[src/hw/rtl/sfc_pkg.sv]
// ----------------------------------------------------------------------------
// sfc_pkg
// shared types, codes and sizes of the sync frame checker
// ----------------------------------------------------------------------------
`default_nettype none

package sfc_pkg;

    localparam int HEADER_BYTES   = 16;
    localparam int BYTES_PER_WORD = 4;
    localparam int HDR_WORDS      = HEADER_BYTES / BYTES_PER_WORD;
    localparam int FILL_W         = $clog2(HEADER_BYTES + 1);

    localparam logic KIND_BYTE = 1'b0;
    localparam logic KIND_TICK = 1'b1;

    localparam logic [1:0] STATUS_GOOD     = 2'd0;
    localparam logic [1:0] STATUS_MISMATCH = 2'd1;
    localparam logic [1:0] STATUS_TIMEOUT  = 2'd2;

    localparam logic [1:0] CFG_SYNC_BYTE      = 2'd0;
    localparam logic [1:0] CFG_TIMEOUT_ENABLE = 2'd1;
    localparam logic [1:0] CFG_TIMEOUT_TICKS  = 2'd2;

    typedef struct packed {
        logic [7:0]  transport;
        logic [15:0] words;
        logic [31:0] source_high;
        logic [31:0] source_low;
        logic [15:0] payload_sum;
    } hdr_fields_t;

    typedef struct packed {
        logic shift;
        logic clear;
    } win_ctl_t;

    typedef struct packed {
        logic [1:0]  status;
        logic [7:0]  transport;
        logic [15:0] payload_words;
        logic [16:0] message_words;
        logic [31:0] source_high;
        logic [31:0] source_low;
    } result_t;

endpackage

`default_nettype wire

[src/hw/rtl/sfc_frame_tracker.sv]
// ----------------------------------------------------------------------------
// sfc_frame_tracker
// frame state: held header, payload byte count and sum, tick timeout, results
// ----------------------------------------------------------------------------
`default_nettype none

module sfc_frame_tracker (
    input  wire logic                 aclk,
    input  wire logic                 aresetn,
    input  wire logic                 fire,
    input  wire logic                 kind,
    input  wire logic [7:0]           data_byte,
    input  wire logic                 hdr_good,
    input  wire sfc_pkg::hdr_fields_t win_hdr,
    input  wire logic                 timeout_enable,
    input  wire logic [31:0]          timeout_ticks,
    output sfc_pkg::win_ctl_t         win_ctl,
    output logic                      res_valid,
    output sfc_pkg::result_t          res
);

    logic                 in_payload_reg;
    logic                 in_payload_next;
    logic [17:0]          bytes_left_reg;
    logic [17:0]          bytes_left_next;
    logic [15:0]          psum_reg;
    logic [15:0]          psum_next;
    logic [31:0]          elapsed_reg;
    logic [31:0]          elapsed_next;
    sfc_pkg::hdr_fields_t held_reg;
    logic                 held_load;
    logic                 use_win;
    logic                 hunt;
    sfc_pkg::hdr_fields_t src;

    always_comb begin
        in_payload_next = in_payload_reg;
        bytes_left_next = bytes_left_reg;
        psum_next       = psum_reg;
        elapsed_next    = elapsed_reg;
        held_load       = 1'b0;
        use_win         = 1'b0;
        hunt            = 1'b0;
        win_ctl.shift   = 1'b0;
        res_valid       = 1'b0;
        res.status      = sfc_pkg::STATUS_GOOD;
        if (fire) begin
            if (kind == sfc_pkg::KIND_TICK) begin
                if (in_payload_reg) begin
                    if (elapsed_reg != 32'hffff_ffff) begin
                        elapsed_next = elapsed_reg + 32'd1;
                    end
                    if (timeout_enable && (elapsed_next > timeout_ticks)) begin
                        res_valid  = 1'b1;
                        res.status = sfc_pkg::STATUS_TIMEOUT;
                        hunt       = 1'b1;
                    end
                end
            end else if (in_payload_reg) begin
                psum_next = psum_reg + {8'd0, data_byte};
                if (bytes_left_reg != 18'd0) begin
                    bytes_left_next = bytes_left_reg - 18'd1;
                end
                if (bytes_left_next == 18'd0) begin
                    res_valid  = 1'b1;
                    res.status = (~psum_next == held_reg.payload_sum) ?
                                 sfc_pkg::STATUS_GOOD : sfc_pkg::STATUS_MISMATCH;
                    hunt       = 1'b1;
                end
            end else begin
                win_ctl.shift = 1'b1;
                if (hdr_good) begin
                    held_load = 1'b1;
                    if (win_hdr.words == 16'd0) begin
                        res_valid  = 1'b1;
                        res.status = sfc_pkg::STATUS_GOOD;
                        use_win    = 1'b1;
                        hunt       = 1'b1;
                    end else begin
                        in_payload_next = 1'b1;
                        bytes_left_next = {win_hdr.words, 2'b00};
                        psum_next       = '0;
                        elapsed_next    = '0;
                    end
                end
            end
        end
        if (hunt) begin
            in_payload_next = 1'b0;
            bytes_left_next = '0;
        end
        win_ctl.clear = hunt;

        src               = use_win ? win_hdr : held_reg;
        res.transport     = src.transport;
        res.payload_words = src.words;
        res.message_words = {1'b0, src.words} + 17'(sfc_pkg::HDR_WORDS);
        res.source_high   = src.source_high;
        res.source_low    = src.source_low;
    end

    always_ff @(posedge aclk) begin
        if (!aresetn) begin
            in_payload_reg <= 1'b0;
            bytes_left_reg <= '0;
            psum_reg       <= '0;
            elapsed_reg    <= '0;
        end else begin
            in_payload_reg <= in_payload_next;
            bytes_left_reg <= bytes_left_next;
            psum_reg       <= psum_next;
            elapsed_reg    <= elapsed_next;
        end
    end

    always_ff @(posedge aclk) begin
        if (held_load) begin
            held_reg <= win_hdr;
        end
    end

endmodule

`default_nettype wire

[config.mk]
export PLATFORM = sky130hd
export DESIGN_NAME = sfc_frame_tracker
export DESIGN_NICKNAME = d
export VERILOG_FILES = /design/src/hw/rtl/sfc_pkg.sv /design/src/hw/rtl/sfc_frame_tracker.sv
export SDC_FILE = /design/constraint.sdc
export NUM_CORES = 1
export LEC_CHECK = 0
export BUFFER_PORTS_ARGS = -buffer_cell sky130_fd_sc_hd__buf_2
export CAP_MARGIN = 25
export CORE_ASPECT_RATIO = 0.75
export CORE_MARGIN = 3
export CORE_UTILIZATION = 56
export CTS_BUF_LIST = sky130_fd_sc_hd__clkbuf_8
export DETAILED_ROUTE_END_ITERATION = 10
export GPL_ROUTABILITY_DRIVEN = 0
export PLACE_DENSITY = 0.84
export SLEW_MARGIN = 20
export SYNTH_ARGS = -nofsm -noshare
export SYNTH_HDL_FRONTEND = slang
export SYNTH_SLANG_ARGS = --single-unit
[constraint.sdc]
create_clock -name aclk -period 19.75 [get_ports aclk]
set_input_delay 3.95 -clock aclk [delete_from_list [all_inputs] [get_ports aclk]]
set_output_delay 3.95 -clock aclk [all_outputs]
set_load 0.005 [all_outputs]
; ---- Word-level counts from Yosys, hierarchy flattened
; Cells that the tools add are included.
[classes]
addsub = 4
mul = 0
n_div = 0
magnitude_cmp = 1
n_eq_ne = 6
shift = 0
n_mux = 48
bitwise_logic = 3
n_reduce_logical = 10
[op_table]
columns = operator, count
row1 = $mux W32, 9
row2 = $mux W18, 7
row3 = $mux W104, 1
row4 = $mux W16, 3
row5 = $add A32 B1 Y32 const B, 1
row6 = $gt A32 B32 Y1, 1
row7 = $ne A32 B32 Y1 const B, 1
row8 = $mux W1, 23
row9 = $logic_not A18 Y1, 1
row10 = $reduce_bool A18 Y1, 1
row11 = $sub A18 B1 Y18 const B, 1
row12 = $add A16 B3 Y17 const B, 1
row13 = $add A16 B8 Y16, 1
row14 = $eq A16 B16 Y1, 1
row15 = $logic_not A16 Y1, 1
row16 = $not A16 Y16, 1
row17 = $mux W2, 5
row18 = $ne A2 B2 Y1 const B, 3
row19 = $reduce_and A5 Y1, 1
row20 = $reduce_and A4 Y1, 1
row21 = $reduce_bool A2 Y1, 2
row22 = $ne A2 B1 Y1 const B, 1
row23 = $not A1 Y1, 2
row24 = $reduce_and A2 Y1, 1
row25 = other kinds (2), 2
[word_totals]
register_bits = 171
latchBits = 0
mem_bits_rw = 0
mem_bits_ro = 0
input_bits = 150
output_inout_bits = 110
wordCells = 81
mem_count = 0

; ---- Longest topological paths before layout
; Gate-level depths: netlist (run 1).
[depth]
ltp_word = 12
ltp_mapped = 19
mapped_depth_nobuf = 16

; ---- Least setup slack after synthesis (run 1)
; No wires, ideal clock.
[synth_path]
path_kind = input port to output port
start = in kind
end = out res[74] (netlist bit)
arrival_ns = 13.162
required_ns = 15.800
setup_slack_ns = 2.638
cell_stages = 12
n_path_buf = 3
cell_sequence = nand2b_1 -> nor3_1 -> nand2b_1 -> clkbuf_1 -> clkbuf_1 -> clkbuf_1 -> and2_1 -> ha_1 -> and3_1 -> and4_1 -> and2_1 -> xnor2_1
[synth_lines]
columns = item, line_no
row1 = "start, declared", sfc_frame_tracker.sv:11  ; input wire logic kind,
row2 = "end, declared", sfc_frame_tracker.sv:19  ; output sfc_pkg::result_t res

==> metrics.md, run 1 <==
| Metric | Value |
|---|---|
| GR Overflow Total | 0 |
| Power Total | ~0.00074 W |
| Top cell type's share of synthesized area | 0.3077 |
| Mux cell area share after synthesis | 0.01713 |
| CTS Root Buffer Type | clkbuf_8 |
| Fin crit share | 0.5636 |
| Top cells by area, synth | edfxtp_1 (31%), dfxtp_1 (13%), nand2_1 (11%), ha_1 (5.4%), xnor2_1 (3.6%) |
| CTS buffer count | 17 |
| Post-Synth XOR/XNOR Area | 0.06360 |
| Yosys top cell by area | edfxtp_1 |
| Cell Area, Placed | roughly 0.012 sq mm |
| Initial core utilization | 0.5872 |
| Port buffer count | about 260 |
| RSZ-0062 raised after global routing | false |
| Hold Crit Depth | 1 |
| FP Rows | 41 |
| Max Slew Vio Count | 0 |
| LEAKAGE | between 5 and 6 nW |
| Drt total wl | 28,720 microns |
| Fmax | around 90 MHz |
| WP data arrival | just over 7 ns |
| P&R area growth vs syn | 17.80% |
| Largest net degree at the start of global routing | 92 |
| Hold Buf Count CTS | 0 |
| Share of layout cells above drive strength 1 | 0.2339 |
| Synthesized area per cell | slightly below 9 sq um |
| Status | complete, no violations |
| Period minus WS final | 11.13 ns |
| Layout Nets | between 1,500 and 2,000 |
| Max rail drop VDD | approximately 44 uV |
| Core ar. | 0.01729 sq mm |
| Synth warn | 0 |
| Initial DRC count | 1,137 |
| Clock Path Buffers | 2 |
| Post-synthesis async set-or-reset flop share | 0 |
| Final Setup Violations | 0 |
| Pwr dens | slightly above 60 mW/mm^2 |
| Max reg flops | 104 |
| CP Launch Type | input port |
| Seq/Total Area, Yosys | 0.4398 |
| Worst slew pin tran | 1.014 ns |
| Vias in the first global route | a little under 9,000 |
| Min-delay worst type | reg -> reg |
| Syn nets | ~1,400 |
| Ys flop type | edfxtp_1 |
| Post-cts sizing count | 0 |
| H-tree depth | 4 |
| Crit path kind | in -> out |
| Post-synth cell types | between 70 and 80 |
| FILL cells | around 1,500 |
| Number of synthesized flops with an enable pin | between 100 and 150 |
| Vias post-DR | just over 9,000 |
| Clk Latency, worst-skew pair | 0.47 ns |
| Detailed Place HPWL | 21,430 microns |
| Hold Path Origin | psum_reg[13] |
| Critical path endpoint category | output port |
| Mapped Area | roughly 0.01 sq mm |
| Die area | a little under 0.02 sq mm |
| Reg-to-Reg Start | elapsed_reg[9] |
| Compound-cell area share of the yosys netlist | 0.1341 |
| Antenna Nets Post-Route | 0 |
| Via/cell ratio | ~5.7 |
| Setup TNS | 0 ns |
| CTS Sinks | about 170 |
| Die height | approximately 120 microns |
| Inst Count DP | roughly 1,600 |
| Initial antenna violation count | 2 |
| Synthesized flop and latch total | between 150 and 200 |
| Post-Synth Adder-Cell Area | 0.05621 |
| Fin. Hold Viols | 0 |
| CTS tree | done |
| Worst clock skew | ~0.015 ns |
| R2R cell count | 15 |
| # Post-CTS Setup Buffers | 0 |
| Wire per inst | approximately 18 microns |
| Final Cell Area | approximately 0.012 sq mm |
| Max Cap Viol | 0 |
| Clock-pin slew of the registers on the worst-case setup and hold paths | 0.08 ns |
| Max_slew headroom | 0.3239 |
| Non-filler cells, final | approximately 1,600 |
| I/O Pins | 260 |
| Worst-path fanout max | between 90 and 100 |
| First-pass GRT wire length | ~45,000 microns |
| DR pass1 iterations | 8 |
| Synth Area in Simple Gates | 0.2441 |
| Worst setup startpoint | win_hdr[95] |
| GRT Util Overall | 0.2864 |
| # DRC | 0 |
| Main combinational cell family by area after synthesis | simple AND/OR/NAND/NOR gates |
| Core Util, Final | 0.6917 |
| WP data required | between 15 and 20 ns |
| Instance count of the mapped netlist | ~1,200 |
| Chip width | between 150 and 200 microns |
==> synthesized netlist by cell type, types with 2 or more instances <==
master / number
nand2_1: 300
edfxtp_1: 104
dfxtp_1: 67
o21ai_0: 55
clkbuf_1: 52
inv_1: 49
nor2_1: 47
ha_1: 44
xnor2_1: 42
nor3_1: 36
a21oi_1: 34
xor2_1: 29
nand3_1: 24
nand4_1: 23
a31oi_1: 20
and2_1: 18
nor2b_1: 18
nor4_1: 16
a21o_1: 15
mux2i_1: 14
a22oi_1: 13
and3_1: 11
o22ai_1: 11
o31ai_1: 10
buf_2: 9
o211ai_1: 8
a211oi_1: 7
and4_1: 6
o21a_1: 5
a22o_1: 4
a41oi_1: 4
or3_1: 4
a2111oi_0: 3
a221oi_1: 3
buf_4: 3
mux2_2: 3
nand2b_1: 3
nor3_2: 3
o221ai_1: 3
nor3b_1: 2
o22a_1: 2
or2_2: 2
or4_4: 2
or4b_2: 2
==> report_power, final <==
group / internal (W) / total (W) / switching [W]
clock network: 0.000114 / 0.000250 / 0.000136
registers: 0.000387 / 0.000393 / 0.00000596
logic: 0.0000424 / 0.0000984 / 0.0000560
==> cell families after synthesis <==
kind of cell / count (synthesis)
AOI/OAI and AO/OA: 210
xor gates and xnor gates: 72
adders and majority gates: 45
buffers and inverters: 114
and+or+nand+nor: 530
muxes: 17
DFF: 171
==> layout by cell type (no fill, tap or decap), types with 5 or more instances in the layout <==
master and instances:
ha_1 44, o21a_1 5, a21oi_1 34, edfxtp_1 104, mux2i_1 14, inv_1 49
and2_1 18, nand4_1 23, buf_2 259, nor3_1 35, buf_4 9, a211oi_1 7
a21o_1 15, nand2_1 300, xor2_1 29, nor2_1 47, o31ai_1 10, o21ai_0 55
and3_1 11, o22ai_1 11, o211ai_1 8, a31oi_1 20, nand3_1 24, nor2b_1 17
dfxtp_1 67, and4_1 6, nor4_1 16, a22oi_1 13, xnor2_1 42, clkbuf_8 17
==> layer usage <==
layer  GRT usage  wire length, microns  part of all wire
met5           0                     0                 0
met4     0.09726                   777             0.027
met3     0.06478                  2559             0.089
met2      0.4515                 12920              0.45
met1      0.3938                 12460              0.43
==> area by class of cell <==
class	instances	area (sq um)	area share
Sequential cell	171	4464	0.3733
Inverter	49	183.9	0.01538
Timing Repair Buffer	268	1364	0.1141
Tap cell	236	295.3	0.02469
Clock inverter	15	162.7	0.01360
Multi-Input combinational cell	874	5249	0.4389
Antenna cell	2	5.005	0.0004185
Clock buffer	17	234.0	0.01957
==> critical path, cell delays in order <==
cell	delay, ns
buf_2	0.11
nor4_1	0.52
nand4_1	0.32
nand2b_4	0.66
and2_1	0.42
ha_1	0.20
and3_1	0.22
and4_1	0.24
and2_1	0.18
xnor2_1	0.18
buf_2	0.16
==> metrics by stage <==
stage	worst slack, ns	hold WS [ns]
after global placement	8.669	0.4735
after CTS	8.618	0.5074
after detailed placement	8.609	0.4837
final	8.619	0.5088
after global routing	8.356	0.5290
after floorplan	2.638	0.4501
==> path summary, 6_finish.rpt <==
kind	to	slack [ns]
min	psum_reg[13]	0.51
max reg2reg	bytes_left_reg[9]	14.87
max	res[74]	8.62
min reg2reg	psum_reg[13]	0.51
Power figures use the tool's default switching activity.
==> run 2: changes to the inputs <==
Settings changed: ABC_AREA set to 1, CORE_UTILIZATION 56 to 51, PLACE_DENSITY 0.84 to 0.8.
Clock period 19.75 ns to 9.6 ns, I/O delays scaled along.
==> metrics.md, run 2 <==
| Metric | Value |
|---|---|
| Crit path cell chain | buf_2 -> inv_1 -> nand2_1 -> nor2_4 -> buf_4 -> nand3_4 -> buf_4 -> a21boi_0 -> nand2_1 -> buf_2 (was buf_2 -> nor4_1 -> nand4_1 -> nand2b_4 -> and2_1 -> ha_1 -> and3_1 -> and4_1 -> and2_1 -> xnor2_1 -> buf_2) |
| # DRC | 0 (unchanged) |
| FILL cells | 1,738 (was 1,451) |
| Max_slew headroom | 0.3940 (was 0.3239) |
| Layout Nets | 1,737 (was 1,576) |
| Top cell type's share of synthesized area | 0.2961 (was 0.3077) |
| Hold Buf Count CTS | 0 (unchanged) |
| Drt total wl | 30,150 microns (was 28,720 microns) |
| FP Rows | 44 (was 41) |
| RSZ-0062 raised after global routing | false (unchanged) |
| First-pass GRT wire length | 45,740 microns (was 44,710 microns) |
| Mapped Area | 0.01055 sq mm (was 0.01015 sq mm) |
| H-tree depth | 4 (unchanged) |
| LEAKAGE | 5.712 nW (was 5.301 nW) |
| Most common cell in the synthesized netlist | nand2_1 (unchanged) |
| Fin. Hold Viols | 0 (unchanged) |
| Die area | 0.02246 sq mm (was 0.01979 sq mm) |
| Clock Path Buffers | 2 (unchanged) |
| Post-Synth Adder-Cell Area | 0.05409 (was 0.05621) |
| Post-synth cell types | 41 (was 73) |
| Top cells by area, synth | edfxtp_1 (30%), nand2_1 (13%), dfxtp_1 (13%), mux2_2 (7.7%), ha_1 (5.2%) (was edfxtp_1 (31%), dfxtp_1 (13%), nand2_1 (11%), ha_1 (5.4%), xnor2_1 (3.6%)) |
| Top sig layer | met4 (unchanged) |
| GRT Util Overall | 0.2585 (was 0.2864) |
| Synth warn | 0 (unchanged) |
| Vias post-DR | 9,888 (was 9,334) |
| Seq/Total Area, Yosys | 0.4233 (was 0.4398) |
| CTS tree | done (unchanged) |
| Share of layout cells above drive strength 1 | 0.2630 (was 0.2339) |
| Fin crit share | 0.6785 |
| Yosys top cell by area | edfxtp_1 (unchanged) |
| Chip width | 172.1 microns (was 161.5 microns) |
| Max reg flops | 104 (unchanged) |
| Most frequent cells in the layout | nand2_1 (358), buf_2 (259), inv_1 (138), nor2_1 (116), edfxtp_1 (104) (was nand2_1 (300), buf_2 (259), edfxtp_1 (104), dfxtp_1 (67), o21ai_0 (55)) |
| Post-synthesis async set-or-reset flop share | 0 (unchanged) |
| Period minus WS final | between 6 and 7 ns |
| Ys flop type | edfxtp_1 (unchanged) |
| DR pass1 iterations | 5 (was 8) |
| Port buffer count | 259 (unchanged) |
| Core ar. | 0.01982 sq mm (was 0.01729 sq mm) |
| Worst-path fanout max | 71 (was 91) |
| Worst slew pin tran | 0.9076 ns (was 1.014 ns) |
| Synth Area in Simple Gates | 0.2669 (was 0.2441) |
| Detailed Place HPWL | 23,130 microns (was 21,430 microns) |
| Met1 WL | 12,830 microns (was 12,460 microns) |
| Synthesized area per cell | 8.139 sq um (was 8.758 sq um) |
| CTS Sinks | 171 (unchanged) |
| WP data required | 7.68 ns (was 15.80 ns) |
| Max Cap Viol | 0 (unchanged) |
| Synthesized flop and latch total | 171 (unchanged) |
| # Post-CTS Setup Buffers | 0 (unchanged) |
| CTS Root Buffer Type | clkbuf_8 (unchanged) |
| I/O Pins | 260 (unchanged) |
| Slowest Stage Delay on Critical Path | 0.77 ns (was 0.66 ns) |
| Post-cts sizing count | 0 (unchanged) |
| Worst clock skew | 0.01763 ns (was 0.01544 ns) |
| Flop2flop setup slack | 5.29 ns (was 14.87 ns) |
| Initial core utilization | 0.5322 (was 0.5872) |
| Final Setup Violations | 0 (unchanged) |
| Via/cell ratio | 5.442 (was 5.719) |
| Main combinational cell family by area after synthesis | simple AND/OR/NAND/NOR gates (unchanged) |
| Pwr dens | 124.6 mW/mm^2 (was 62.03 mW/mm^2) |
| Commonest non-fill, non-tap cell in the layout | nand2_1 (unchanged) |
| Fmax | 153.5 MHz |
| P&R area growth vs syn | 18.36% (was 17.80%) |
| Routed wl met3 | 2623 microns (was 2559 microns) |
| Wire per inst | 16.59 microns (was 17.60 microns) |
| CP max-delay cell | buf_4 (was nand2b_4) |
| Critical path endpoint category | output port (unchanged) |
| GR Overflow Total | 0 (unchanged) |
| Core Util, Final | 0.6299 (was 0.6917) |
| Compound-cell area share of the yosys netlist | 0.06418 (was 0.1341) |
| CTS buffer count | 17 (unchanged) |
| Antenna Nets Post-Route | 0 (unchanged) |
| Max rail drop VDD | 63.82 uV (was 44.37 uV) |
| Clk Latency, worst-skew pair | 0.49 ns (was 0.47 ns) |
| Die height | 130.5 microns (was 122.6 microns) |
| Min-delay worst type | reg -> reg (unchanged) |
| Syn nets | 1,491 (was 1,354) |
| Vias in the first global route | 8,900 (was 8,690) |
| Post-Synth XOR/XNOR Area | 0.04448 (was 0.06360) |
| Synth cell count leaders | nand2_1 (358), inv_1 (139), nor2_1 (117) (was nand2_1 (300), edfxtp_1 (104), dfxtp_1 (67)) |
| CP Launch Type | input port (unchanged) |
| Instance count of the mapped netlist | 1,296 (was 1,159) |
| Number of synthesized flops with an enable pin | 104 (unchanged) |
| WP data arrival | 4.59 ns (was 7.18 ns) |
| Status | complete, no violations (unchanged) |
| Max Slew Vio Count | 0 (unchanged) |
| Met2 wire length | 13,850 microns (was 12,920 microns) |
| Largest net degree at the start of global routing | 72 (was 92) |
| Mux cell area share after synthesis | 0.07877 (was 0.01713) |
| Clock-pin slew of the registers on the worst-case setup and hold paths | 0.11 ns (was 0.08 ns) |
| Crit path kind | in -> out (unchanged) |
| Initial antenna violation count | 8 (was 2) |
| Initial DRC count | 943 (was 1,137) |
| Setup TNS | 0 ns (unchanged) |
run 2: cell count changes after synthesis, moves of 22 or more:
cell,change
inv_1,+90
a21oi_1,+48
xnor2_1,-30
nand3_1,+44
o21ai_0,-22
nor2_1,+70
clkbuf_1,-29
mux2_2,+69
nand2_1,+58
run 2: path summary, 6_finish.rpt:
kind | start | to | cells past startpoint
worst max-delay path | kind | res_valid | 10
worst min-delay path | psum_reg[6] | psum_reg[6] | 2
worst max register to register | elapsed_reg[0] | bytes_left_reg[5] | 17
worst min register to register | psum_reg[6] | psum_reg[6] | 2
run 2: report_power, final:
part / internal (W) / total, W / switching, W
Combinational: 0.0000848 / 0.000225 / 0.000140
Clock: 0.000199 / 0.000524 / 0.000324
Sequential: 0.000797 / 0.000808 / 0.0000102
run 2: layout make-up:
class,count,area (sq um),area share
antenna,9,22.52,0.001804
clock buffer,17,234.0,0.01874
clock inverter,15,172.7,0.01383
inverter,140,525.5,0.04209
multi-input combinational,946,5400,0.4326
sequential,171,4464,0.3576
tap,253,316.6,0.02536
timing repair buffer,266,1349,0.1080
run 2: kinds of logic after synthesis:
family	count (synthesis)
AOI/OAI and AO/OA	130
and+or+nand+nor	645
muxes	74
buffers and inverters	179
adders and majority gates	45
DFF	171
xor gates and xnor gates	52
run 2: routing by layer:
| metal | global-route usage | vias up |
|---|---|---|
| li1 | - | 4801 |
| met1 | 0.3499 | 4557 |
| met2 | 0.4105 | 469 |
| met3 | 0.05353 | 61 |
| met4 | 0.1018 | 0 |
| met5 | 0 | - |
run 2: through the flow:
stage,cell area [sq um],setup slack (ns),hold WS (ns),instances,total power [W]
3_3_place_gp,12050,3.162,0.4548,1776,0.001038
6_report,12480,3.086,0.4736,1817,0.001556
3_5_place_dp,12050,3.082,0.4622,1776,0.001046
5_1_grt,12480,2.846,0.4930,1816,0.001629
2_1_floorplan,10550,1.336,0.4437,1296,0.0009603
4_1_cts,12460,2.923,0.4779,1808,0.001559
run 2: critical path: cells and delay by family:
kind,cells,cell delay (ns)
AND/OR/NAND/NOR,4,0.72
AO/OA/AOI/OAI,1,0.53
buffers and inverters,5,1.37
